### config.mk
export PLATFORM = sky130hd
export DESIGN_NAME = peak_limiter_gain_release_unit
export DESIGN_NICKNAME = d
export VERILOG_FILES = /design/src/hw/rtl/plgr_pkg.sv /design/src/hw/rtl/plgr_lane.sv /design/src/hw/rtl/plgr_div.sv /design/src/hw/rtl/peak_limiter_gain_release_unit.sv
export SDC_FILE = /design/constraint.sdc
export NUM_CORES = 2
export LEC_CHECK = 0
export BUFFER_PORTS_ARGS = -buffer_cell sky130_fd_sc_hd__buf_2
export CAP_MARGIN = 20
export CORE_MARGIN = 1
export CORE_UTILIZATION = 25
export DETAILED_ROUTE_END_ITERATION = 6
export HOLD_SLACK_MARGIN = 0.05
export REMOVE_ABC_BUFFERS = 1
export SLEW_MARGIN = 10
export SYNTH_ARGS = -nofsm -noshare
export SYNTH_HDL_FRONTEND = slang
export SYNTH_SLANG_ARGS = --single-unit
export TNS_END_PERCENT = 50
### constraint.sdc
create_clock -name clk_i -period 8.8 [get_ports clk_i]
set_clock_uncertainty 0.05 [all_clocks]
set_input_delay 2.64 -clock clk_i [delete_from_list [all_inputs] [get_ports clk_i]]
set_output_delay 2.64 -clock clk_i [all_outputs]
set_load 0.1 [all_outputs]
### src/hw/rtl/plgr_pkg.sv
// shared constants and control types for the peak limiter gain release unit
package plgr_pkg;

  localparam int unsigned NumCh    = 2;
  localparam int unsigned GainBits = 17;
  localparam int unsigned CoefBits = 16;
  localparam int unsigned QuotBits = 16;
  localparam int unsigned CntBits  = $clog2(QuotBits + 1);
  localparam int unsigned CfgBits  = 17;
  localparam int unsigned IdxBits  = 1;

  localparam logic [GainBits-1:0] Unity   = 17'd65536;
  localparam logic [GainBits-1:0] CeilMin = 17'd6554;
  localparam logic [GainBits-1:0] CeilMax = 17'd65536;

  localparam logic [IdxBits-1:0] RegCeiling = 1'd0;
  localparam logic [IdxBits-1:0] RegRelease = 1'd1;

  // per-lane control from the sequencer
  typedef struct packed {
    logic load;
    logic mul;
  } lane_ctrl_t;

  // divider status back to the sequencer
  typedef struct packed {
    logic busy;
    logic done;
  } div_stat_t;

endpackage

### src/hw/rtl/plgr_lane.sv
// one channel lane: sample capture, magnitude, gain product, rounding and clamp
module plgr_lane #(
  parameter int unsigned SampleBits = 24
) (
  input  logic                               clk_i,
  input  logic                               rst_ni,
  input  plgr_pkg::lane_ctrl_t               ctrl_i,
  input  logic signed [SampleBits-1:0]       sample_i,
  input  logic [plgr_pkg::GainBits-1:0]      gain_i,
  input  logic [SampleBits-1:0]              ceil_i,
  input  logic [SampleBits-1:0]              pos_lim_i,
  output logic [SampleBits-1:0]              mag_o,
  output logic signed [SampleBits-1:0]       res_o
);

  localparam int unsigned ProdBits = SampleBits + plgr_pkg::GainBits;

  logic                      neg_q;
  logic [SampleBits-1:0]     mag_q;
  logic [ProdBits-1:0]       prod_q;
  logic [ProdBits:0]         rnd;
  logic [SampleBits+1:0]     r;
  logic [SampleBits-1:0]     lim;
  logic [SampleBits-1:0]     r_cl;

  always_ff @(posedge clk_i or negedge rst_ni) begin
    if (!rst_ni) begin
      neg_q <= 1'b0;
    end else if (ctrl_i.load) begin
      neg_q <= sample_i[SampleBits-1];
    end
  end

  // payload registers, no reset needed
  always_ff @(posedge clk_i) begin
    if (ctrl_i.load) begin
      // full negative scale maps onto 2^(n-1), which still fits unsigned
      mag_q <= sample_i[SampleBits-1] ? (~sample_i + 1'b1) : sample_i;
    end
    if (ctrl_i.mul) begin
      prod_q <= ProdBits'(mag_q) * ProdBits'(gain_i);
    end
  end

  always_comb begin
    rnd  = {1'b0, prod_q} + (ProdBits+1)'(32768);
    r    = rnd[ProdBits:16];
    lim  = neg_q ? ceil_i : pos_lim_i;
    r_cl = (r > (SampleBits+2)'(lim)) ? lim : r[SampleBits-1:0];
    res_o = neg_q ? (~r_cl + 1'b1) : r_cl;
  end

  assign mag_o = mag_q;

endmodule

### src/hw/rtl/plgr_div.sv
// restoring divider, one quotient bit per cycle, for the gain target
module plgr_div #(
  parameter int unsigned SampleBits = 24
) (
  input  logic                              clk_i,
  input  logic                              rst_ni,
  input  logic                              start_i,
  input  logic [SampleBits-1:0]             num_i,
  input  logic [SampleBits-1:0]             den_i,
  output plgr_pkg::div_stat_t               stat_o,
  output logic [plgr_pkg::QuotBits-1:0]     quot_o
);

  logic                            busy_q;
  logic [plgr_pkg::CntBits-1:0]    cnt_q;
  logic [SampleBits:0]             rem_q;
  logic [plgr_pkg::QuotBits-1:0]   quot_q;
  logic [SampleBits:0]             rem_sh;
  logic                            ge;

  // numerator is below the divisor on entry, so the quotient fits 16 bits
  always_comb begin
    rem_sh = {rem_q[SampleBits-1:0], 1'b0};
    ge     = rem_sh >= {1'b0, den_i};
  end

  always_ff @(posedge clk_i or negedge rst_ni) begin
    if (!rst_ni) begin
      busy_q <= 1'b0;
      cnt_q  <= '0;
    end else if (start_i) begin
      busy_q <= 1'b1;
      cnt_q  <= plgr_pkg::CntBits'(plgr_pkg::QuotBits);
    end else if (busy_q) begin
      if (cnt_q == '0) begin
        busy_q <= 1'b0;
      end else begin
        cnt_q <= cnt_q - 1'b1;
      end
    end
  end

  always_ff @(posedge clk_i) begin
    if (start_i) begin
      rem_q  <= {1'b0, num_i};
      quot_q <= '0;
    end else if (busy_q && cnt_q != '0) begin
      rem_q  <= ge ? (rem_sh - {1'b0, den_i}) : rem_sh;
      quot_q <= {quot_q[plgr_pkg::QuotBits-2:0], ge};
    end
  end

  assign stat_o.busy = busy_q;
  assign stat_o.done = busy_q && (cnt_q == '0);
  assign quot_o      = quot_q;

endmodule

### src/hw/rtl/peak_limiter_gain_release_unit.sv
// top level: sequencer, peak merge, gain state and output register of the peak limiter
//
//   channel   direction  handshake                 payload
//   in        to block   in_valid_i / in_stall_o   sample_ch0_i, sample_ch1_i
//   out       from block out_valid_o / out_stall_i out_ch0_o, out_ch1_o
//   cfg       to block   cfg_we_i (no wait)        cfg_idx_i, cfg_wdata_i
//
// a frame passes S_PEAK, S_CMP, S_REL, S_MUL and S_OUT, and also the 16-step divider
// for ceiling/peak when its peak is above the ceiling; a release update adds S_ADD
// reset sets unity gain, a ceiling of full scale and a release step of one lsb
// in_stall_o is high while a frame is in work; a finished frame waits in the
// output register until taken, and the next frame can already be accepted
module peak_limiter_gain_release_unit #(
  parameter int unsigned SAMPLE_BITS = 24
) (
  input  logic                               clk_i,
  input  logic                               rst_ni,
  input  logic                               in_valid_i,
  output logic                               in_stall_o,
  input  logic signed [SAMPLE_BITS-1:0]      sample_ch0_i,
  input  logic signed [SAMPLE_BITS-1:0]      sample_ch1_i,
  output logic                               out_valid_o,
  input  logic                               out_stall_i,
  output logic signed [SAMPLE_BITS-1:0]      out_ch0_o,
  output logic signed [SAMPLE_BITS-1:0]      out_ch1_o,
  input  logic                               cfg_we_i,
  input  logic [plgr_pkg::IdxBits-1:0]       cfg_idx_i,
  input  logic [plgr_pkg::CfgBits-1:0]       cfg_wdata_i
);

  localparam int unsigned W      = SAMPLE_BITS;
  localparam int unsigned GB     = plgr_pkg::GainBits;
  localparam int unsigned RelBits = GB + plgr_pkg::CoefBits;

  typedef enum logic [2:0] {
    S_IDLE, S_PEAK, S_CMP, S_DIV, S_REL, S_ADD, S_MUL, S_OUT
  } state_e;

  state_e                            state_q;
  logic [GB-1:0]                     ceiling_q;
  logic [plgr_pkg::CoefBits-1:0]     release_q;
  logic [GB-1:0]                     gain_q;
  logic [GB-1:0]                     target_q;
  logic [W-1:0]                      peak_q;
  logic [RelBits-1:0]                rel_q;
  logic                              out_valid_q;
  logic signed [W-1:0]               out_ch0_q;
  logic signed [W-1:0]               out_ch1_q;

  logic [GB-1:0]                     ceil_cl;
  logic [W+15:0]                     ceil_ext;
  logic [W-1:0]                      ceil_s;
  logic [W-1:0]                      pos_lim;
  logic [W-1:0]                      peak_d;
  logic [GB-1:0]                     diff;
  logic [RelBits:0]                  rel_rnd;
  logic [GB:0]                       step;
  logic [GB:0]                       gain_sum;
  logic                              accept;
  logic                              div_start;
  logic                              out_free;

  plgr_pkg::lane_ctrl_t              lane_ctrl;
  plgr_pkg::div_stat_t               div_stat;
  logic [plgr_pkg::QuotBits-1:0]     quot;

  logic signed [W-1:0]               lane_smp [plgr_pkg::NumCh];
  logic [W-1:0]                      lane_mag [plgr_pkg::NumCh];
  logic signed [W-1:0]               lane_res [plgr_pkg::NumCh];

  assign accept     = in_valid_i && !in_stall_o;
  assign in_stall_o = (state_q != S_IDLE);
  assign out_free   = !out_valid_q || !out_stall_i;
  assign div_start  = (state_q == S_CMP) && (peak_q > ceil_s);

  assign lane_ctrl.load = accept;
  assign lane_ctrl.mul  = (state_q == S_MUL);

  assign lane_smp[0] = sample_ch0_i;
  assign lane_smp[1] = sample_ch1_i;

  // ceiling clamped to its legal range, then moved to sample scale
  always_comb begin
    if (ceiling_q < plgr_pkg::CeilMin) begin
      ceil_cl = plgr_pkg::CeilMin;
    end else if (ceiling_q > plgr_pkg::CeilMax) begin
      ceil_cl = plgr_pkg::CeilMax;
    end else begin
      ceil_cl = ceiling_q;
    end
    ceil_ext = {ceil_cl, {(W-1){1'b0}}};
    ceil_s   = ceil_ext[W+15:16];
    pos_lim  = (ceil_s[W-1]) ? {1'b0, {(W-1){1'b1}}} : ceil_s;
  end

  // merge of the lane magnitudes into the frame peak
  always_comb begin
    peak_d = '0;
    for (int i = 0; i < plgr_pkg::NumCh; i++) begin
      if (lane_mag[i] > peak_d) begin
        peak_d = lane_mag[i];
      end
    end
  end

  // release step rounds up so the gain still reaches unity
  always_comb begin
    diff     = plgr_pkg::Unity - gain_q;
    rel_rnd  = {1'b0, rel_q} + (RelBits+1)'(65535);
    step     = rel_rnd[RelBits:16];
    gain_sum = {1'b0, gain_q} + step;
  end

  for (genvar g = 0; g < plgr_pkg::NumCh; g++) begin : g_lane
    plgr_lane #(
      .SampleBits(W)
    ) u_lane (
      .clk_i    (clk_i),
      .rst_ni   (rst_ni),
      .ctrl_i   (lane_ctrl),
      .sample_i (lane_smp[g]),
      .gain_i   (gain_q),
      .ceil_i   (ceil_s),
      .pos_lim_i(pos_lim),
      .mag_o    (lane_mag[g]),
      .res_o    (lane_res[g])
    );
  end

  plgr_div #(
    .SampleBits(W)
  ) u_div (
    .clk_i  (clk_i),
    .rst_ni (rst_ni),
    .start_i(div_start),
    .num_i  (ceil_s),
    .den_i  (peak_q),
    .stat_o (div_stat),
    .quot_o (quot)
  );

  // configuration decode
  always_ff @(posedge clk_i or negedge rst_ni) begin
    if (!rst_ni) begin
      ceiling_q <= plgr_pkg::Unity;
      release_q <= plgr_pkg::CoefBits'(1);
    end else if (cfg_we_i) begin
      unique case (cfg_idx_i)
        plgr_pkg::RegCeiling: ceiling_q <= cfg_wdata_i[GB-1:0];
        plgr_pkg::RegRelease: release_q <= cfg_wdata_i[plgr_pkg::CoefBits-1:0];
        default: ;
      endcase
    end
  end

  // sequencer with gain state and output register
  always_ff @(posedge clk_i or negedge rst_ni) begin
    if (!rst_ni) begin
      state_q     <= S_IDLE;
      gain_q      <= plgr_pkg::Unity;
      target_q    <= plgr_pkg::Unity;
      out_valid_q <= 1'b0;
    end else begin
      if (state_q == S_OUT && out_free) begin
        out_valid_q <= 1'b1;
      end else if (out_valid_q && !out_stall_i) begin
        out_valid_q <= 1'b0;
      end
      unique case (state_q)
        S_IDLE: begin
          if (accept) begin
            state_q <= S_PEAK;
          end
        end
        S_PEAK: begin
          state_q <= S_CMP;
        end
        S_CMP: begin
          if (div_start) begin
            state_q <= S_DIV;
          end else begin
            target_q <= plgr_pkg::Unity;
            state_q  <= S_REL;
          end
        end
        S_DIV: begin
          if (div_stat.done) begin
            target_q <= {1'b0, quot};
            state_q  <= S_REL;
          end
        end
        S_REL: begin
          if (target_q < gain_q) begin
            gain_q  <= target_q;
            state_q <= S_MUL;
          end else begin
            state_q <= S_ADD;
          end
        end
        S_ADD: begin
          gain_q  <= gain_sum[GB-1:0];
          state_q <= S_MUL;
        end
        S_MUL: begin
          state_q <= S_OUT;
        end
        S_OUT: begin
          if (out_free) begin
            state_q <= S_IDLE;
          end
        end
        default: state_q <= S_IDLE;
      endcase
    end
  end

  // datapath registers without reset
  always_ff @(posedge clk_i) begin
    if (state_q == S_PEAK) begin
      peak_q <= peak_d;
    end
    if (state_q == S_REL) begin
      rel_q <= RelBits'(diff) * RelBits'(release_q);
    end
    if (state_q == S_OUT && out_free) begin
      out_ch0_q <= lane_res[0];
      out_ch1_q <= lane_res[1];
    end
  end

  assign out_valid_o = out_valid_q;
  assign out_ch0_o   = out_ch0_q;
  assign out_ch1_o   = out_ch1_q;

  a_gain_max: assert property (@(posedge clk_i) disable iff (!rst_ni)
    gain_q <= plgr_pkg::Unity)
    else $error("gain above unity");

  a_rose_from_out: assert property (@(posedge clk_i) disable iff (!rst_ni)
    $rose(out_valid_q) |-> $past(state_q) == S_OUT)
    else $error("result transfer raised outside the output step");

  a_div_in_state: assert property (@(posedge clk_i) disable iff (!rst_ni)
    div_stat.done |-> state_q == S_DIV)
    else $error("divider finished with no frame waiting on it");

  a_drop_to_target: assert property (@(posedge clk_i) disable iff (!rst_ni)
    (state_q == S_REL && target_q < gain_q) |=> gain_q == $past(target_q))
    else $error("gain did not drop to the target");

endmodule
==> results.sh <==
export IMPL_synth_area_per_cell_um2=8.96
export IMPL_post_cts_resized=0
export IMPL_placement_rows=170
export IMPL_critPathKind="reg2reg"
export IMPL_synthFlopType="edfxtp_1"
export IMPL_slew_headroom=0.257
export IMPL_cts_tree="built"
export IMPL_layout_common_cells="inv_1, nand2_1, fa_1"
export IMPL_core_um2=215000
export IMPL_cp_arrival_ps=8390
export IMPL_gp_congestion=0.930
export IMPL_setup_viol=0
export IMPL_syn_to_final_growth_pct=9.99
export IMPL_fin_crit_ps=8060
export IMPL_insertion_delay_ps=650
export IMPL_wl_per_cell_um=18.6
export IMPL_portBuffers=120
export IMPL_drive_gt1_frac=0.0677
export IMPL_run_status="finished, final reports clean"
export IMPL_drc_errors=0
export IMPL_dr_pass1_iters=6
export IMPL_yosys_warnings=0
export IMPL_start_kind="flip-flop"
export IMPL_cts_buffers=40
export IMPL_placedInstanceArea_um2=58100
export IMPL_worstMarginPinSlew_ps=1110
export IMPL_critical_path_required_ps=9140
export IMPL_crit_path_end_kind="flip-flop"
export IMPL_worstHoldPathType="reg2reg"
export IMPL_grt_setup_unrepaired="false"
export IMPL_fin_area_um2=59500
export IMPL_fmax_ghz=0.124
export IMPL_dieArea_um2=218000
export IMPL_maxCapViolations=0
export IMPL_clkTransAtPathRegs_ps=60
export IMPL_grt_antenna_before_repair=34
export IMPL_die_height_um=467
export IMPL_hold_viol=0
export IMPL_vias=42000
export IMPL_synth_distinct_cells=90
export IMPL_nets=7456
export IMPL_slew_viol_final=0
export IMPL_period_share=0.916
export IMPL_start_util=0.252
export IMPL_grtUsageTotal=0.153
export IMPL_hpwl_um=129000
export IMPL_die_x_um=467
export IMPL_post_cts_buffers=0
export IMPL_final_common_cell="inv_1"
export IMPL_clock_path_buffers=3
export IMPL_first_global_vias=44700
export IMPL_holdBufCountCts=0
export IMPL_routed_wl_um=166000
export IMPL_async_reset_ff_frac=0.244
export IMPL_synth_seq_cells=324
export IMPL_io_pins=121
export IMPL_netlist_instances=6033
export IMPL_drtAntennaViolNets=0
export IMPL_cts_sinks=324
export IMPL_finalSetupTns_ps=0
export IMPL_crit_top_cell="fa_1"
export IMPL_cpPeakStageDelay_ps=550
export IMPL_htree_levels=2
export IMPL_root_buffer="clkbuf_16"
export IMPL_cp_max_fo=16
export IMPL_synth_edf_count=222
export IMPL_slowest_stage="a31oi_1"
export IMPL_ys_seq_area_frac=0.169
export IMPL_drtIter0Drc=3321
export IMPL_grt_max_degree=73
export IMPL_routed_via_density=4.72
export IMPL_syn_area_um2=54100
export IMPL_grt_pass1_wl_um=261000
export IMPL_grt_overflow=0
-- cell usage after synthesis, types with 9 or more instances --
master,number,area (µm²)
ha_1,484,6060
and2_1,284,1780
nor4_1,24,150
or2_2,13,81.3
clkinv_1,9,33.8
mux2i_1,23,230
nand2b_1,28,175
o211ai_1,12,90.1
a221oi_1,10,87.6
a21oi_1,181,906
dfrtp_1,75,1880
clkbuf_1,228,856
a211oi_1,26,195
o21bai_1,12,90.1
nand2_1,883,3310
xnor2_1,200,1750
nor2b_1,22,138
xor2_1,57,499
or3_1,23,144
a21o_1,65,488
nand4_1,56,350
o22ai_1,19,119
buf_1,32,120
edfxtp_1,222,6670
o21a_1,28,210
a31oi_1,29,181
dfxtp_1,23,460
o31ai_1,28,210
fa_1,864,17300
inv_1,1192,4470
o41ai_1,12,105
mux2_2,60,676
nand3_1,87,435
nor2_1,350,1310
o21ai_0,126,631
nor3_1,62,310
o21ai_1,13,65.1
or4_1,13,97.6
and3_1,31,194
and4_1,9,78.8
-- worst max-delay path: cells and delay by family, from the launching register on --
family          cells  cell delay (ps)
fa+ha+maj           7             3400
simple gates        6             1130
xor+xnor            2              310
flops               1              380
compound gates      8             1960
buf+inv             5              520
-- per-layer routing --
metal	track usage	routed length (µm)	share of wire
met5	0	205	0.0012
met4	0.0502	5710	0.034
met3	0.0319	14200	0.086
met2	0.243	73500	0.44
met1	0.207	72200	0.44
-- cells by family (layout without fill, tap and decap cells) --
logic type      after synthesis  after routing  share of synthesized area
mux                          85             85                     0.0174
compound gates              629            629                     0.0743
simple gates               1915           1915                      0.163
xor+xnor                    257            257                     0.0416
flops                       324            324                      0.169
buf+inv                    1475           1510                      0.103
fa+ha+maj                  1348           1348                      0.432
other cells                   0              7                          0
-- registers in the layout, indices dropped and copies added, names as in the netlist, 24 cells and up --
register              count
out_ch0_o                24
g_lane.u_lane.mag_o      48
rel_q                    33
out_ch1_o                24
u_div.rem_q              24
peak_q                   24
g_lane.u_lane.prod_q     52
-- final timing paths --
path,start,endpoint,slack [ps],depth (start not counted)
max,gain_q[3],rel_q[30],740,28
min in group asynchronous,rst_ni,release_q[15],1870,1
max reg2reg,gain_q[3],rel_q[30],740,28
min reg2reg,u_div.quot_o[11],target_q[11],410,2
max in group asynchronous,rst_ni,g_lane[1].u_lane.neg_q,5550,2
min,u_div.quot_o[11],target_q[11],410,2
-- final cells by class --
| cell class | count | area [µm²] |
|---|---|---|
| fill | 22800 | 155000 |
| multi-input combinational | 4234 | 39500 |
| sequential | 324 | 9110 |
| inverter | 1209 | 4540 |
| tap | 2838 | 3550 |
| timing repair buffer | 228 | 1410 |
| clock buffer | 48 | 1060 |
| clock inverter | 25 | 293 |
| antenna | 7 | 17.5 |
-- per-stage QoR --
stage	instances	hold WS (ps)	utilization	worst slack [ps]
CTS	8905	405	0.277	720
global route	8909	429	0.277	141
detailed placement	8832	406	0.270	763
floorplan	5767	379	-	476
global placement	8830	399	0.270	825
finish	8913	412	0.277	743
Power is not shown: default switching activity piles up to over one toggle a cycle in this logic, so the estimate is an artifact.
